## config.mk

```make
export PLATFORM = sky130hd
export DESIGN_NAME = typed_text_field_parser
export DESIGN_NICKNAME = d
export VERILOG_FILES = /design/src/rtl/tfp_pkg.sv /design/src/rtl/tfp_front.sv /design/src/rtl/tfp_back.sv /design/src/rtl/tfp_finish.sv /design/src/rtl/typed_text_field_parser.sv
export SDC_FILE = /design/constraint.sdc
export NUM_CORES = 1
export LEC_CHECK = 0
export BUFFER_PORTS_ARGS = -buffer_cell sky130_fd_sc_hd__buf_4
export CORE_ASPECT_RATIO = 0.7
export CORE_UTILIZATION = 60
export CTS_BUF_LIST = sky130_fd_sc_hd__clkbuf_16
export CTS_CLUSTER_DIAMETER = 100
export DETAILED_ROUTE_END_ITERATION = 8
export PLACE_DENSITY_LB_ADDON = 0.25
export SYNTH_ARGS = -nofsm -noshare
export SYNTH_HDL_FRONTEND = slang
export SYNTH_SLANG_ARGS = --single-unit
export TNS_END_PERCENT = 10
```

## constraint.sdc

```tcl
create_clock -name clk -period 7.6 [get_ports clk]
set_input_delay 0.38 -clock clk [delete_from_list [all_inputs] [get_ports clk]]
set_output_delay 0.38 -clock clk [all_outputs]
set_load 0.03 [all_outputs]
```

## src/rtl/tfp_pkg.sv

```systemverilog
package tfp_pkg;

  // Field type codes
  localparam logic [1:0] FT_INT32 = 2'd0;
  localparam logic [1:0] FT_INT64 = 2'd1;
  localparam logic [1:0] FT_BOOL  = 2'd2;

  // Configuration register indexes
  localparam logic CFG_FIELD_TYPE = 1'b0;
  localparam logic CFG_TRIM       = 1'b1;

  localparam int CFG_DATA_W = 2;

  // Integer range limits
  localparam logic [63:0] LIMIT32     = 64'd2147483648;
  localparam logic [63:0] MAX32       = 64'd2147483647;
  localparam logic [63:0] LIMIT64     = 64'h8000_0000_0000_0000;
  localparam logic [63:0] MAX64       = 64'h7FFF_FFFF_FFFF_FFFF;
  localparam logic [63:0] LIMIT64_D10 = 64'd922337203685477580;

  // Content length saturation point
  localparam logic [2:0] LEN_SAT = 3'd6;

  typedef struct packed {
    logic [7:0] char_code;
    logic       last_char;
    logic       empty_cell;
  } tfp_in_t;

  typedef struct packed {
    logic signed [63:0] value;
    logic               is_valid;
  } tfp_out_t;

  // Classified word held in the queue
  typedef struct packed {
    logic [7:0] lc;
    logic       blank;
    logic       digit;
    logic [3:0] dval;
    logic       minus;
    logic       plus;
    logic       last;
    logic       empty;
  } tfp_cls_t;

  // Per-cell parse state
  typedef struct packed {
    logic        failed;
    logic        negative;
    logic        digit_seen;
    logic [63:0] acc;
    logic [2:0]  len;
    logic        true_match;
    logic        false_match;
    logic        bit_value;
  } tfp_cell_t;

  localparam tfp_cell_t CELL_CLEAR = '{
    failed: 1'b0, negative: 1'b0, digit_seen: 1'b0, acc: 64'd0, len: 3'd0,
    true_match: 1'b1, false_match: 1'b1, bit_value: 1'b0
  };

  // Letters of the boolean words, lower case
  function automatic logic [7:0] true_char(input logic [1:0] pos);
    logic [7:0] c;
    case (pos)
      2'd0:    c = 8'h74;
      2'd1:    c = 8'h72;
      2'd2:    c = 8'h75;
      default: c = 8'h65;
    endcase
    return c;
  endfunction

  function automatic logic [7:0] false_char(input logic [2:0] pos);
    logic [7:0] c;
    case (pos)
      3'd0:    c = 8'h66;
      3'd1:    c = 8'h61;
      3'd2:    c = 8'h6C;
      3'd3:    c = 8'h73;
      default: c = 8'h65;
    endcase
    return c;
  endfunction

endpackage

```

## src/rtl/tfp_front.sv

```systemverilog
module tfp_front import tfp_pkg::*; #(
  parameter int QUEUE_DEPTH = 4
) (
  input  logic     clk,
  input  logic     rst_n,
  input  logic     in_valid,
  output logic     in_stall,
  input  tfp_in_t  in_word,
  output logic     q_valid,
  output tfp_cls_t q_item,
  input  logic     q_pop
);

  localparam int PTR_W = $clog2(QUEUE_DEPTH);
  localparam int CNT_W = $clog2(QUEUE_DEPTH + 1);

  tfp_cls_t             mem_r [QUEUE_DEPTH];
  logic [PTR_W-1:0]     wr_ptr_r, wr_ptr_nxt;
  logic [PTR_W-1:0]     rd_ptr_r, rd_ptr_nxt;
  logic [CNT_W-1:0]     count_r, count_nxt;
  tfp_cls_t             cls;
  logic                 push;

  // Classify the incoming byte
  always_comb begin
    cls.lc    = in_word.char_code;
    if (in_word.char_code inside {[8'h41:8'h5A]}) begin
      cls.lc = in_word.char_code + 8'd32;
    end
    cls.blank = in_word.char_code inside {8'h20, 8'h09, 8'h0D, 8'h0A};
    cls.digit = in_word.char_code inside {[8'h30:8'h39]};
    cls.dval  = in_word.char_code[3:0];
    cls.minus = in_word.char_code == 8'h2D;
    cls.plus  = in_word.char_code == 8'h2B;
    cls.last  = in_word.last_char;
    cls.empty = in_word.empty_cell;
  end

  assign in_stall = count_r == CNT_W'(QUEUE_DEPTH);
  assign push     = in_valid && !in_stall;
  assign q_valid  = count_r != '0;
  assign q_item   = mem_r[rd_ptr_r];

  // Advance pointers with wrap
  always_comb begin
    wr_ptr_nxt = wr_ptr_r;
    rd_ptr_nxt = rd_ptr_r;
    count_nxt  = count_r;
    if (push) begin
      wr_ptr_nxt = (wr_ptr_r == PTR_W'(QUEUE_DEPTH - 1)) ? '0 : wr_ptr_r + 1'b1;
    end
    if (q_pop) begin
      rd_ptr_nxt = (rd_ptr_r == PTR_W'(QUEUE_DEPTH - 1)) ? '0 : rd_ptr_r + 1'b1;
    end
    if (push && !q_pop) begin
      count_nxt = count_r + 1'b1;
    end else if (!push && q_pop) begin
      count_nxt = count_r - 1'b1;
    end
  end

  always_ff @(posedge clk) begin
    if (!rst_n) begin
      wr_ptr_r <= '0;
      rd_ptr_r <= '0;
      count_r  <= '0;
    end else begin
      wr_ptr_r <= wr_ptr_nxt;
      rd_ptr_r <= rd_ptr_nxt;
      count_r  <= count_nxt;
    end
  end

  // Store the classified word
  always_ff @(posedge clk) begin
    if (push) begin
      mem_r[wr_ptr_r] <= cls;
    end
  end

endmodule

```

## src/rtl/tfp_back.sv

```systemverilog
module tfp_back import tfp_pkg::*; (
  input  logic       clk,
  input  logic       rst_n,
  input  logic [1:0] field_type,
  input  logic       trim_enable,
  input  logic       q_valid,
  input  tfp_cls_t   q_item,
  output logic       q_pop,
  output logic       done_valid,
  output tfp_cell_t  done_cell,
  input  logic       done_ready
);

  localparam logic [1:0] PH_LEAD = 2'd0;
  localparam logic [1:0] PH_BODY = 2'd1;
  localparam logic [1:0] PH_TAIL = 2'd2;

  logic [1:0] phase_r, phase_nxt;
  tfp_cell_t  cell_r, cell_nxt;
  logic       done_valid_r, done_valid_nxt;
  tfp_cell_t  done_cell_r, done_cell_nxt;
  tfp_cell_t  n;
  logic [63:0] prod;
  logic [2:0]  pos;
  logic        ends_cell;

  assign ends_cell = q_item.last || q_item.empty;
  assign q_pop     = q_valid && (!ends_cell || !done_valid_r || done_ready);
  assign pos       = cell_r.len;
  assign prod      = {cell_r.acc[60:0], 3'b000} + {cell_r.acc[62:0], 1'b0}
                     + {60'd0, q_item.dval};

  // Update the cell state with one word
  always_comb begin
    n         = cell_r;
    phase_nxt = phase_r;
    if (trim_enable && q_item.blank) begin
      if (phase_r == PH_BODY) begin
        phase_nxt = PH_TAIL;
      end
    end else if (phase_r == PH_TAIL) begin
      n.failed = 1'b1;
    end else begin
      phase_nxt = PH_BODY;
      case (field_type)
        FT_INT32, FT_INT64: begin
          if (pos == 3'd0 && q_item.minus) begin
            n.negative = 1'b1;
          end else if (pos == 3'd0 && q_item.plus) begin
            n.negative = cell_r.negative;
          end else if (!q_item.digit) begin
            n.failed = 1'b1;
          end else begin
            n.digit_seen = 1'b1;
            if (!cell_r.failed) begin
              if (field_type == FT_INT64) begin
                if (cell_r.acc > LIMIT64_D10) begin
                  n.failed = 1'b1;
                end else begin
                  n.acc = prod;
                  if (prod > LIMIT64) n.failed = 1'b1;
                end
              end else begin
                n.acc = prod;
                if (prod > LIMIT32) n.failed = 1'b1;
              end
            end
          end
        end
        FT_BOOL: begin
          if (pos == 3'd0) begin
            n.digit_seen = q_item.lc == 8'h30 || q_item.lc == 8'h31;
            n.bit_value  = q_item.lc == 8'h31;
          end
          if (pos >= 3'd4 || true_char(pos[1:0]) != q_item.lc) n.true_match = 1'b0;
          if (pos >= 3'd5 || false_char(pos) != q_item.lc) n.false_match = 1'b0;
        end
        default: begin
          n.failed = cell_r.failed;
        end
      endcase
      if (cell_r.len < LEN_SAT) n.len = cell_r.len + 3'd1;
    end
  end

  // Route the cell to the done stage at its end
  always_comb begin
    cell_nxt       = cell_r;
    done_valid_nxt = done_valid_r && !done_ready;
    done_cell_nxt  = done_cell_r;
    if (q_pop) begin
      if (q_item.empty) begin
        cell_nxt              = CELL_CLEAR;
        done_valid_nxt        = 1'b1;
        done_cell_nxt         = CELL_CLEAR;
        done_cell_nxt.failed  = 1'b1;
      end else if (q_item.last) begin
        cell_nxt       = CELL_CLEAR;
        done_valid_nxt = 1'b1;
        done_cell_nxt  = n;
      end else begin
        cell_nxt = n;
      end
    end
  end

  always_ff @(posedge clk) begin
    if (!rst_n) begin
      phase_r      <= PH_LEAD;
      cell_r       <= CELL_CLEAR;
      done_valid_r <= 1'b0;
    end else begin
      if (q_pop) begin
        phase_r <= ends_cell ? PH_LEAD : phase_nxt;
      end
      cell_r       <= cell_nxt;
      done_valid_r <= done_valid_nxt;
    end
  end

  always_ff @(posedge clk) begin
    done_cell_r <= done_cell_nxt;
  end

  assign done_valid = done_valid_r;
  assign done_cell  = done_cell_r;

endmodule

```

## src/rtl/tfp_finish.sv

```systemverilog
module tfp_finish import tfp_pkg::*; (
  input  logic       clk,
  input  logic       rst_n,
  input  logic [1:0] field_type,
  input  logic       done_valid,
  input  tfp_cell_t  done_cell,
  output logic       done_ready,
  output logic       out_valid,
  input  logic       out_stall,
  output tfp_out_t   out_word
);

  logic     out_valid_r;
  tfp_out_t out_word_r, out_word_nxt;

  assign done_ready = !out_valid_r || !out_stall;

  // Decide the typed result of a finished cell
  always_comb begin
    out_word_nxt.value    = '0;
    out_word_nxt.is_valid = 1'b0;
    if (!done_cell.failed && done_cell.len != 3'd0) begin
      case (field_type)
        FT_INT32, FT_INT64: begin
          if (done_cell.digit_seen) begin
            if (done_cell.negative) begin
              out_word_nxt.value    = 64'd0 - done_cell.acc;
              out_word_nxt.is_valid = 1'b1;
            end else if (done_cell.acc <= ((field_type == FT_INT32) ? MAX32 : MAX64)) begin
              out_word_nxt.value    = done_cell.acc;
              out_word_nxt.is_valid = 1'b1;
            end
          end
        end
        FT_BOOL: begin
          if (done_cell.len == 3'd1 && done_cell.digit_seen) begin
            out_word_nxt.value    = {63'd0, done_cell.bit_value};
            out_word_nxt.is_valid = 1'b1;
          end else if (done_cell.len == 3'd4 && done_cell.true_match) begin
            out_word_nxt.value    = 64'd1;
            out_word_nxt.is_valid = 1'b1;
          end else if (done_cell.len == 3'd5 && done_cell.false_match) begin
            out_word_nxt.is_valid = 1'b1;
          end
        end
        default: begin
          out_word_nxt.is_valid = 1'b0;
        end
      endcase
    end
  end

  // Load the output register, hold while stalled
  always_ff @(posedge clk) begin
    if (!rst_n) begin
      out_valid_r <= 1'b0;
    end else if (done_ready) begin
      out_valid_r <= done_valid;
    end
  end

  always_ff @(posedge clk) begin
    if (done_ready && done_valid) begin
      out_word_r <= out_word_nxt;
    end
  end

  assign out_valid = out_valid_r;
  assign out_word  = out_word_r;

endmodule

```

## src/rtl/typed_text_field_parser.sv

```systemverilog
// Channel   Direction  Handshake               Word
// in_       input      in_valid / in_stall     char_code, last_char, empty_cell
// out_      output     out_valid / out_stall   value, is_valid
// cfg_      input      cfg_wr_en               cfg_index, cfg_wr_data
//
// One byte is taken per cycle while in_stall is low; the cell state update (one
// shift-add by ten and a 64-bit compare) sets that figure. The word ending a
// cell is registered in the queue, the done stage (cell update) and the output
// register (typed decision). Reset clears the configuration to int32 with
// trimming on, the queue and the working cell. in_stall rises only when the
// queue of QUEUE_DEPTH words is full.
module typed_text_field_parser import tfp_pkg::*; #(
  parameter int QUEUE_DEPTH = 4
) (
  input  logic                  clk,
  input  logic                  rst_n,
  input  logic                  in_valid,
  output logic                  in_stall,
  input  tfp_in_t               in_word,
  output logic                  out_valid,
  input  logic                  out_stall,
  output tfp_out_t              out_word,
  input  logic                  cfg_wr_en,
  input  logic                  cfg_index,
  input  logic [CFG_DATA_W-1:0] cfg_wr_data
);

  logic [1:0] field_type_r;
  logic       trim_enable_r;
  logic       q_valid;
  tfp_cls_t   q_item;
  logic       q_pop;
  logic       done_valid;
  tfp_cell_t  done_cell;
  logic       done_ready;

  // Write configuration registers
  always_ff @(posedge clk) begin
    if (!rst_n) begin
      field_type_r  <= FT_INT32;
      trim_enable_r <= 1'b1;
    end else if (cfg_wr_en) begin
      case (cfg_index)
        CFG_FIELD_TYPE: field_type_r  <= cfg_wr_data[1:0];
        CFG_TRIM:       trim_enable_r <= cfg_wr_data[0];
        default:        field_type_r  <= field_type_r;
      endcase
    end
  end

  tfp_front #(
    .QUEUE_DEPTH(QUEUE_DEPTH)
  ) u_front (
    .clk      (clk),
    .rst_n    (rst_n),
    .in_valid (in_valid),
    .in_stall (in_stall),
    .in_word  (in_word),
    .q_valid  (q_valid),
    .q_item   (q_item),
    .q_pop    (q_pop)
  );

  tfp_back u_back (
    .clk         (clk),
    .rst_n       (rst_n),
    .field_type  (field_type_r),
    .trim_enable (trim_enable_r),
    .q_valid     (q_valid),
    .q_item      (q_item),
    .q_pop       (q_pop),
    .done_valid  (done_valid),
    .done_cell   (done_cell),
    .done_ready  (done_ready)
  );

  tfp_finish u_finish (
    .clk        (clk),
    .rst_n      (rst_n),
    .field_type (field_type_r),
    .done_valid (done_valid),
    .done_cell  (done_cell),
    .done_ready (done_ready),
    .out_valid  (out_valid),
    .out_stall  (out_stall),
    .out_word   (out_word)
  );

  // An invalid cell always reports a zero value
  assert property (@(posedge clk) disable iff (!rst_n)
    out_valid && !out_word.is_valid |-> out_word.value == 64'd0)
    else $error("invalid result with nonzero value");

  // Boolean results are zero or one
  assert property (@(posedge clk) disable iff (!rst_n)
    out_valid && field_type_r == FT_BOOL |-> out_word.value[63:1] == '0)
    else $error("boolean result out of range");

  // A finished cell waiting on the output register is held
  assert property (@(posedge clk) disable iff (!rst_n)
    done_valid && !done_ready |=> done_valid && $stable(done_cell))
    else $error("finished cell lost while output stalled");

  // A cell end is never taken from the queue while the done stage is blocked
  assert property (@(posedge clk) disable iff (!rst_n)
    q_pop && (q_item.last || q_item.empty) |-> !done_valid || done_ready)
    else $error("cell end popped into a blocked done stage");

endmodule
```

; ---- After elaboration in Yosys (flattened, before gate mapping)
; Memory sizes are Yosys's and may differ from the RTL's. A register that Yosys moved wholly into a read port is not among the register bits.
; Index checks and enable logic that the tools add are counted.
[totals]
ramBits = 72
in_bits = 18
regBits = 225
latchBits = 0
memories = 1
output_inout_bits = 67
elab_cells = 184
mem_bits_ro = 0
[mem_list]
columns = name, words, word_bits, rd, rd_ports_with_merged_regs, wr, line
row1 = u_front.mem_r, 4, 18, 1, 1, 1, tfp_front.sv:17  ; tfp_cls_t mem_r [QUEUE_DEPTH];
[classes]
div_mod_pow = 0
n_mux = 65
n_addsub = 9
n_shift = 0
bitwise = 1
n_reduce_logical = 44
mul = 0
magnitude_cmp = 11
eq_ne = 27
[op_table]
columns = cell, n
row1 = 2-to-1 mux 65 bit, 7
row2 = 2-to-1 mux 73 bit, 4
row3 = 2-to-1 mux 64 bit, 4
row4 = one-hot mux 64 bit (2 select lines), 1
row5 = 2-to-1 mux 72 bit, 1
row6 = adder 64 x 4 -> 64 bit, 1
row7 = adder 64 bit, 1
row8 = > comparator 64 x 32 -> 1 bit (second input constant), 1
row9 = > comparator 64 x 60 -> 1 bit (second input constant), 1
row10 = > comparator 64 bit (second input constant), 1
row11 = less-or-equal comparator 64 bit, 1
row12 = subtractor 1 x 64 -> 64 bit (first input constant), 1
row13 = 2-to-1 mux 63 bit, 1
row14 = 2-to-1 mux 8 bit, 7
row15 = equality test 8 x 6 -> 1 bit (second input constant), 5
row16 = equality test 8 x 4 -> 1 bit (second input constant), 3
row17 = 2-to-1 mux 1 bit, 24
row18 = one-hot mux 5 bit (4 select lines), 1
row19 = 2-to-1 mux 2 bit, 8
row20 = inequality test 8 bit, 2
row21 = logical AND 1 bit, 15
row22 = one-hot mux 5 bit (3 select lines), 1
row23 = 2-to-1 mux 3 bit, 4
row24 = equality test 2 bit (second input constant), 5
row25 = other kinds (28), 57

; ---- Logic depth before layout (Yosys ltp)
; Gate-level depths: netlist of run 1.
[logic_depth]
word_depth = 15
depth_mapped = 19
mapped_depth_nobuf = 17

; ---- Cells and area by module
; From an unflattened synthesis of run 1, not the netlist that was laid out.
[unflattened]
cells_unflattened = 1985
hier_area_um2 = 18808.0
[modules_own_cells]
columns = mod, cells_each, instances, area_per_inst_um2
row1 = tfp_back, 1439, 1, 12007.8
row2 = tfp_finish, 380, 1, 3956.3
row3 = tfp_front, 153, 1, 2712.6
row4 = typed_text_field_parser, 13, 1, 131.4

; ---- Least setup slack after synthesis of run 1
; OpenSTA, ideal clock, no wires.
[synth_path]
path_kind = register -> register
startpoint = reg u_finish.out_valid_r, in the netlist u_finish.out_valid
endpoint = reg u_finish.out_word_r, in the netlist u_finish.out_word[0] (enable)
period_less_slack_ns = 5.734
arrival_ns = 5.147
stages_incl_launch_ff = 2
path_slack_ns = 1.866
setup_ns = 0.587
cell_sequence = dfxtp_1 > a21boi_0
[synth_via]
elab_chain_cells = 3
[synth_rtl]
columns = item, line
row1 = from (decl), tfp_finish.sv:13  ; logic out_valid_r;
row2 = from (signal assigned), tfp_finish.sv:58  ; out_valid_r <= done_valid;
row3 = logical NOT 1 bit, tfp_finish.sv:16  ; assign done_ready = !out_valid_r || !out_stall;
row4 = logical OR 1 bit, tfp_finish.sv:16
row5 = logical AND 1 bit, tfp_finish.sv:63  ; if (done_ready && done_valid) begin
row6 = to (signal assigned), tfp_finish.sv:64  ; out_word_r <= out_word_nxt;
row7 = to (decl), tfp_finish.sv:14  ; tfp_out_t out_word_r, out_word_nxt;
; No other way between the ends.
; A chain may end at the register's enable or synchronous reset.

==> out/summary.txt, run 1 <==
Initial Util - 0.6175
Final worst-path cycle share - 0.7874
DR pass1 iterations - 9
Die Area - 33210 µm²
Ratio of cells with drive above 1 in the final layout - 0.08878
Core Rows - 54
Max cap viols - 0
Most area-consuming cells after synthesis - edfxtp_1 (30%), ha_1 (11%), dfxtp_1 (9.1%)
Fillers - 2359
CP cell instances - buf_4, mux2_2, o21ai_1, fa_1, fa_1, nor2b_1, o31a_1, o2111ai_1, a31oi_1, nor2_1, xnor2_1, or4_1, nor4_1, nand4b_1, nor3_1, a221oi_1
Die Y - 152.8 µm
Worst-path clk slew - 0.07 ns
PwrDens - 294.0 nW/µm²
Core area - 31550 µm²
Slowest CP cell - nor4_1
Max-slew headroom - 0.3695
CTS max path bufs - 3
Maximum clock frequency - 0.1671 GHz
Port-buffer cells - 84
Critical path capture point type - flip-flop
Remaining routing DRC violations - 0
Distinct cells, synth - 82
Slowest cell delay on critical path - 0.63 ns
# IOs - 85
Synthesized Nets - 2300
Antenna-violating nets left - 0
Clock Skew - 0.01058 ns
Worst-Margin Slew - 0.9370 ns
EDFF count, synth - 194
Sum Neg Setup Slack - 0 ns
Synth Flop Type - edfxtp_1
Power Total - 6323 µW
CTS buffer count - 28
Min Tclk post-route - 5.985 ns
Hold Path Class - in2reg
Clock latency on the worst-skew pair - 0.59 ns
Worst EP arrival - 6.30 ns
Setup Viol. Count Final - 0
CTS tree - built
Fin nets - 2343
First-pass GRT wire length - 92650 µm
Vias post-DR - 17550
Critical Path RT - 7.92 ns
Final Slew Violations - 0
Crit Path Max Fanout - 19
Leak - 0.008708 µW
Total GRT Usage - 0.3585
Vias in the first global route - 15940
Synth-to-layout area growth - 10.40%
Mapped Cells - 2109
CTS HTree Levels - 1
Startpoint types - flip-flop
Mean number of vias per cell - 6.767
Yosys top cell area share - 0.2990
Clk sink count - 283
Detailed placement HPWL - 46040 µm
Gr ovfl total - 0
Initial antenna violation count - 2
Most frequent CP cell - fa_1
ANT cells - 0
Largest net degree at the start of global routing - 86
Root Driver - clkbuf_16
Post-Route WL - 60550 µm
Buf/Inv on CP - 1
#FFs+latches synth - 283
Mapped Area - 19480 µm²
Commonest non-fill, non-tap cell in the layout - nand2_1
Cell taking the most area after synthesis - edfxtp_1
Asr flop ratio synth - 0
Gpl congestion - 1.046
Sequential area share after synthesis - 0.3904
Worst ir drop on vdd - 0.2898 mV
Status - complete, no violations
Die width - 217.4 µm
Cell family with most CP delay - simple AND/OR/NAND/NOR gates
RSZ-0062 raised after global routing - false
Routed wire per std cell - 23.34 µm
Syn avg cell area - 9.238 µm²
DRT iter0 DRCs - 2668
YS warnings - 0
Most frequent cells in the layout - nand2_1 (216), nor2_1 (204), edfxtp_1 (194)
Final hold violation count - 0
Number of gates resized after cts - 0
Critical path class - reg2reg
[cell type report]
class / count / area [µm²] / area share
flip-flops and latches: 283 / 7607 / 0.3537
clock buffers: 34 / 850.8 / 0.03956
inverters: 47 / 176.4 / 0.008202
clock inverters: 18 / 188.9 / 0.008784
well taps: 420 / 525.5 / 0.02443
multi-input cells: 1690 / 11390 / 0.5295
repair buffers: 102 / 770.7 / 0.03583
[report_power, final]
group	total (µW)	switching, µW	internal [µW]
sequential	2480	341	2140
combinational	2330	1550	772
clock	1520	641	877
total	6320	2540	3790
[cell usage after synthesis, types with 43 or more instances]
cell type and instances:
or3_1 50, o21ai_0 119, and2_1 60, nor2_1 205, edfxtp_1 194, mux2i_1 60, nand4_1 48, nor3_1 43
nor2b_1 48, inv_1 47, o21ai_1 55, dfxtp_1 89, nand2_1 216, a21oi_1 128, ha_1 170, clkbuf_1 73
xor2_1 58
[registers in the layout, indices dropped and copies added, names as in the netlist, named ones only]
name and count:
u_back.done_cell 73, u_back.cell_r 70, u_finish.out_word 65, u_front.mem_r 56, u_back.pos 3, u_front.count_r 3, field_type_r 2, u_back.phase_r 2
u_front.rd_ptr_r 2, u_front.wr_ptr_r 2, trim_enable_r 1, u_back.done_valid 1, u_finish.out_valid 1
[logic make-up (layout without fill, tap and decap cells)]
| logic type | after synthesis | count (layout) | synth area share |
|---|---|---|---|
| simple gates | 793 | 793 | 0.2033 |
| xor+xnor | 84 | 84 | 0.03776 |
| fa+ha+maj | 173 | 173 | 0.1123 |
| mux | 77 | 77 | 0.04585 |
| flops | 283 | 283 | 0.3904 |
| buf+inv | 136 | 201 | 0.02684 |
| compound gates | 563 | 563 | 0.1835 |
[metal layers]
layer / share of wire / routed length, µm / up-vias / global-route usage
met3: 0.13 / 7947 / 142 / 0.09481
met5: 0.00050 / 30 / - / 0
li1: - / - / 7991 / -
met2: 0.40 / 24020 / 1112 / 0.4955
met1: 0.45 / 27050 / 8304 / 0.5499
met4: 0.025 / 1508 / 4 / 0.08719
[tightest hold or removal path: cells and delay by family]
family,cells,cell delay (ns)
buffers and inverters,1,0.08
AND/OR/NAND/NOR,2,0.14
[through the flow]
step	hold slack (ns)	std cells	setup slack [ns]	util	cell area [µm²]
after global routing	0.04557	2594	1.385	0.6817	21510
after CTS	0.03060	2594	1.740	0.6817	21510
final	0.05032	2594	1.615	0.6817	21510
after floorplan	0.4294	2109	1.866	-	19480
after detailed placement	0.4529	2540	1.783	0.6481	20450
after global placement	0.4469	2540	1.884	0.6481	20450
[what timing repair did]
item | 4_1_cts | 5_1_grt
endpoints found under the hold margin | 8 | 0
setup buffers | 0 | 0
hold buffers | 2 | 0
[worst paths after layout]
check | to | start | slack (ns) | depth (start not counted)
worst max-delay path | u_back.done_cell[72]$_SDFFCE_PP1P_ | flip-flop | 1.62 | 16
worst max register to register | u_back.done_cell[72]$_SDFFCE_PP1P_ | flip-flop | 1.62 | 16
worst min-delay path | trim_enable_r$_SDFFE_PN1P_ | cfg_wr_data[0] | 0.05 | 3
worst min register to register | u_back.cell_r[2]$_SDFFE_PN1P_ | u_back.cell_r[2]$_SDFFE_PN1P_ | 0.47 | 2
Power figures use the tool's default switching activity.
==> run 2, diff against run 1 <==
--- a/config.mk
+++ b/config.mk
@@ -5,9 +5,10 @@
 export SDC_FILE = /design/constraint.sdc
 export NUM_CORES = 1
 export LEC_CHECK = 0
+export ABC_AREA = 1
 export BUFFER_PORTS_ARGS = -buffer_cell sky130_fd_sc_hd__buf_4
 export CORE_ASPECT_RATIO = 0.7
-export CORE_UTILIZATION = 60
+export CORE_UTILIZATION = 57
 export CTS_BUF_LIST = sky130_fd_sc_hd__clkbuf_16
 export CTS_CLUSTER_DIAMETER = 100
 export DETAILED_ROUTE_END_ITERATION = 8
==> constraint.sdc (replaced) <==
create_clock -name clk -period 4.95 [get_ports clk]
set_input_delay 0.2475 -clock clk [delete_from_list [all_inputs] [get_ports clk]]
set_output_delay 0.2475 -clock clk [all_outputs]
set_load 0.03 [all_outputs]
==> run 2 against run 1 <==
Wire length is 10% higher. Clock skew is 0.018 ns higher. Power is 85% higher. Critical path type unchanged. Critical endpoint unchanged. Largest cell class unchanged.
==> out/summary.txt, run 2 <==
Post-Route WL - 66680 µm (+10%)
CTS tree - built
Leak - 0.01078 µW (+24%)
#FFs+latches synth - 283 (unchanged)
Sequential area share after synthesis - 0.3613 (-0.02918)
Sw Ratio - 0.4728 (+0.07163)
Internal power - 6180 µW (+63%)
CTS max path bufs - 3 (unchanged)
Hold Path Class - in2reg
Maximum clock frequency - 0.2236 GHz (+34%)
Commonest non-fill, non-tap cell in the layout - nand2_1
Most frequent cells in the layout - nand2_1 (728), inv_1 (463), nor2_1 (399)
Crit Path Max Fanout - 28 (+9)
Seq pwr share - 0.348 (-0.044)
Ratio of cells with drive above 1 in the final layout - 0.07554 (-0.01324)
CTS HTree Levels - 1 (unchanged)
Root Driver - clkbuf_16
Synth-to-layout area growth - 10.29%
Fin nets - 3229 (+38%)
Mean number of vias per cell - 5.862 (-13%)
Clk sink count - 283 (unchanged)
Startpoint types - flip-flop
Worst-path clk slew - 0.07 ns (about the same)
Distinct cells, synth - 66 (-20%)
Mapped Cells - 2958 (+40%)
Port-buffer cells - 84 (unchanged)
Count leader, synth - nand2_1
CTS buffer count - 26 (-7.1%)
DR pass1 iterations - 6 (-3)
Final hold violation count - 0 (unchanged)
Status - complete, no violations
Most area-consuming cells after synthesis - edfxtp_1 (28%), nand2_1 (13%), ha_1 (10%)
Min Tclk post-route - 4.473 ns (-1.512 ns)
Synthesized Nets - 3149 (+37%)
# IOs - 85 (unchanged)
Critical path class - reg2reg
Sum Neg Setup Slack - 0 ns (unchanged)
Most frequent CP cell - nand2_1
Most flops, register - u_back.done_cell
Critical Path RT - 5.27 ns (-2.65 ns)
Die width - 231.7 µm (+6.6%)
Die Area - 37730 µm² (+14%)
Die Y - 162.8 µm (+6.6%)
Asr flop ratio synth - 0 (unchanged)
Combinational Power Share - 0.478 (+0.110)
YS warnings - 0 (unchanged)
Net load switching power - 5542 µW (+120%)
Final worst-path cycle share - 0.9035 (+0.1161)
PwrDens - 504.8 nW/µm² (+72%)
Vias post-DR - 20750 (+18%)
Slowest CP cell - fa_1
Worst EP arrival - 4.79 ns (-1.51 ns)
Remaining routing DRC violations - 0 (unchanged)
Gpl congestion - 1.079 (+3.1%)
EDFF count, synth - 194 (unchanged)
RSZ-0062 raised after global routing - false
Initial Util - 0.5827 (-0.03482)
Reg2Reg Depth - 27 (+11)
Vias in the first global route - 18950 (+19%)
Antenna-violating nets left - 0 (unchanged)
Cell area after layout - 23220 µm² (+8.0%)
Max reg flops - 73 (unchanged)
Max cap viols - 0 (unchanged)
Max-slew headroom - 0.2825 (-0.08704)
Slowest cell delay on critical path - 0.58 ns (-0.05 ns)
Worst-Margin Slew - 1.049 ns (+0.1121 ns)
Total GRT Usage - 0.3502 (-0.008348)
Core Rows - 58 (+7.4%)
Critical path capture point type - flip-flop
Largest net degree at the start of global routing - 75 (-13%)
Core area - 36140 µm² (+15%)
Top post-synthesis cells by count - nand2_1 (728), inv_1 (464), nor2_1 (400)
Clock latency on the worst-skew pair - 0.58 ns (about the same)
Worst hold slack - 0.01177 ns (-0.03855 ns)
Setup Viol. Count Final - 0 (unchanged)
Power share of the clock group - 0.174 (-0.066)
Cell area after placement - 22250 µm² (+8.8%)
Mapped Area - 21060 µm² (+8.1%)
DRT iter0 DRCs - 2417 (-9.4%)
Syn avg cell area - 7.119 µm² (-23%)
Worst ir drop on vdd - 0.6821 mV (+140%)
Routed wire per std cell - 18.84 µm (-19%)
Synth Flop Type - edfxtp_1
Final Slew Violations - 0 (unchanged)
Detailed placement HPWL - 52870 µm (+15%)
Gr ovfl total - 0 (unchanged)
Clock Skew - 0.02834 ns (+0.01776 ns)
Cell taking the most area after synthesis - edfxtp_1
First-pass GRT wire length - 103300 µm (+12%)
Initial antenna violation count - 1 (-1)
Yosys top cell area share - 0.2766 (-0.02235)
Hold depth - 3 (unchanged)
==> run 2: power by group through the flow <==
stage | sequential (µW) | clock [µW] | combinational [µW]
after floorplan | 4320 | 0 | 3450
after global placement | 4100 | 0 | 5370
after detailed placement | 4110 | 0 | 5490
after CTS | 4070 | 2050 | 5520
after global routing | 4150 | 2140 | 6130
final | 4080 | 2040 | 5600
==> run 2: timing repair <==
item,CTS,global route
endpoints found under the setup margin,0,1
hold buffers,11,0
hold endpoints to repair,30,0
buffers inserted,0,1
gates resized for setup,0,1
==> run 2: kinds of logic (layout without fill, tap and decap cells) <==
kind of cell	count (synthesis)	in the layout	synth area share
AO/OA/AOI/OAI	439	439	0.1206
adder cells (fa/ha/maj)	173	173	0.1039
XOR/XNOR	27	27	0.01123
buffers and inverters	543	643	0.09798
other	0	1	0
AND/OR/NAND/NOR	1493	1493	0.3051
flip-flops	283	283	0.3613
==> run 2: worst paths after layout <==
| check | to | from | slack (ns) |
|---|---|---|---|
| setup / recovery | u_back.done_cell[72]$_SDFFCE_PP1P_ | flip-flop | 0.48 |
| hold / removal | u_front.wr_ptr_r[1]$_SDFFE_PN0P_ | rst_n | 0.01 |
| setup reg to reg | u_back.done_cell[72]$_SDFFCE_PP1P_ | flip-flop | 0.48 |
| hold reg to reg | u_back.cell_r[1]$_SDFFE_PN1P_ | u_back.cell_r[1]$_SDFFE_PN1P_ | 0.47 |
==> run 2: layout make-up <==
type	count	area, µm²
fillers	3268	12920
repair buffers	120	940.9
flip-flops and latches	283	7609
inverters	475	1783
well taps	480	600.6
clock inverters	22	205.2
clock buffers	26	650.6
diodes	1	2.502
multi-input cells	2132	11430
==> run 2: stage by stage <==
| stage | cells | total power [µW] | setup slack, ns | utilization |
|---|---|---|---|---|
| global placement | 3478 | 9464 | 0.5918 | 0.6156 |
| CTS | 3537 | 11630 | 0.4734 | 0.6423 |
| finish | 3539 | 11720 | 0.4775 | 0.6426 |
| floorplan | 2958 | 7773 | 0.8717 | - |
| global route | 3538 | 12420 | 0.04244 | 0.6425 |
| detailed placement | 3478 | 9601 | 0.5141 | 0.6156 |
==> run 2: layer usage <==
layer / vias to the layer above / part of all wire / GRT usage
met5: - / 0 / 0
met4: 0 / 0.024 / 0.07955
met3: 114 / 0.11 / 0.07843
met2: 1018 / 0.43 / 0.5347
met1: 9664 / 0.44 / 0.5027
li1: 9949 / - / -
==> run 2: critical path, delay by kind of cell (launching register included) <==
kind	cells	cell delay [ns]
and+or+nand+nor	22	2.47
adders and majority gates	2	0.90
buffers and inverters	2	0.36
DFF	1	0.35
AOI/OAI and AO/OA	1	0.13
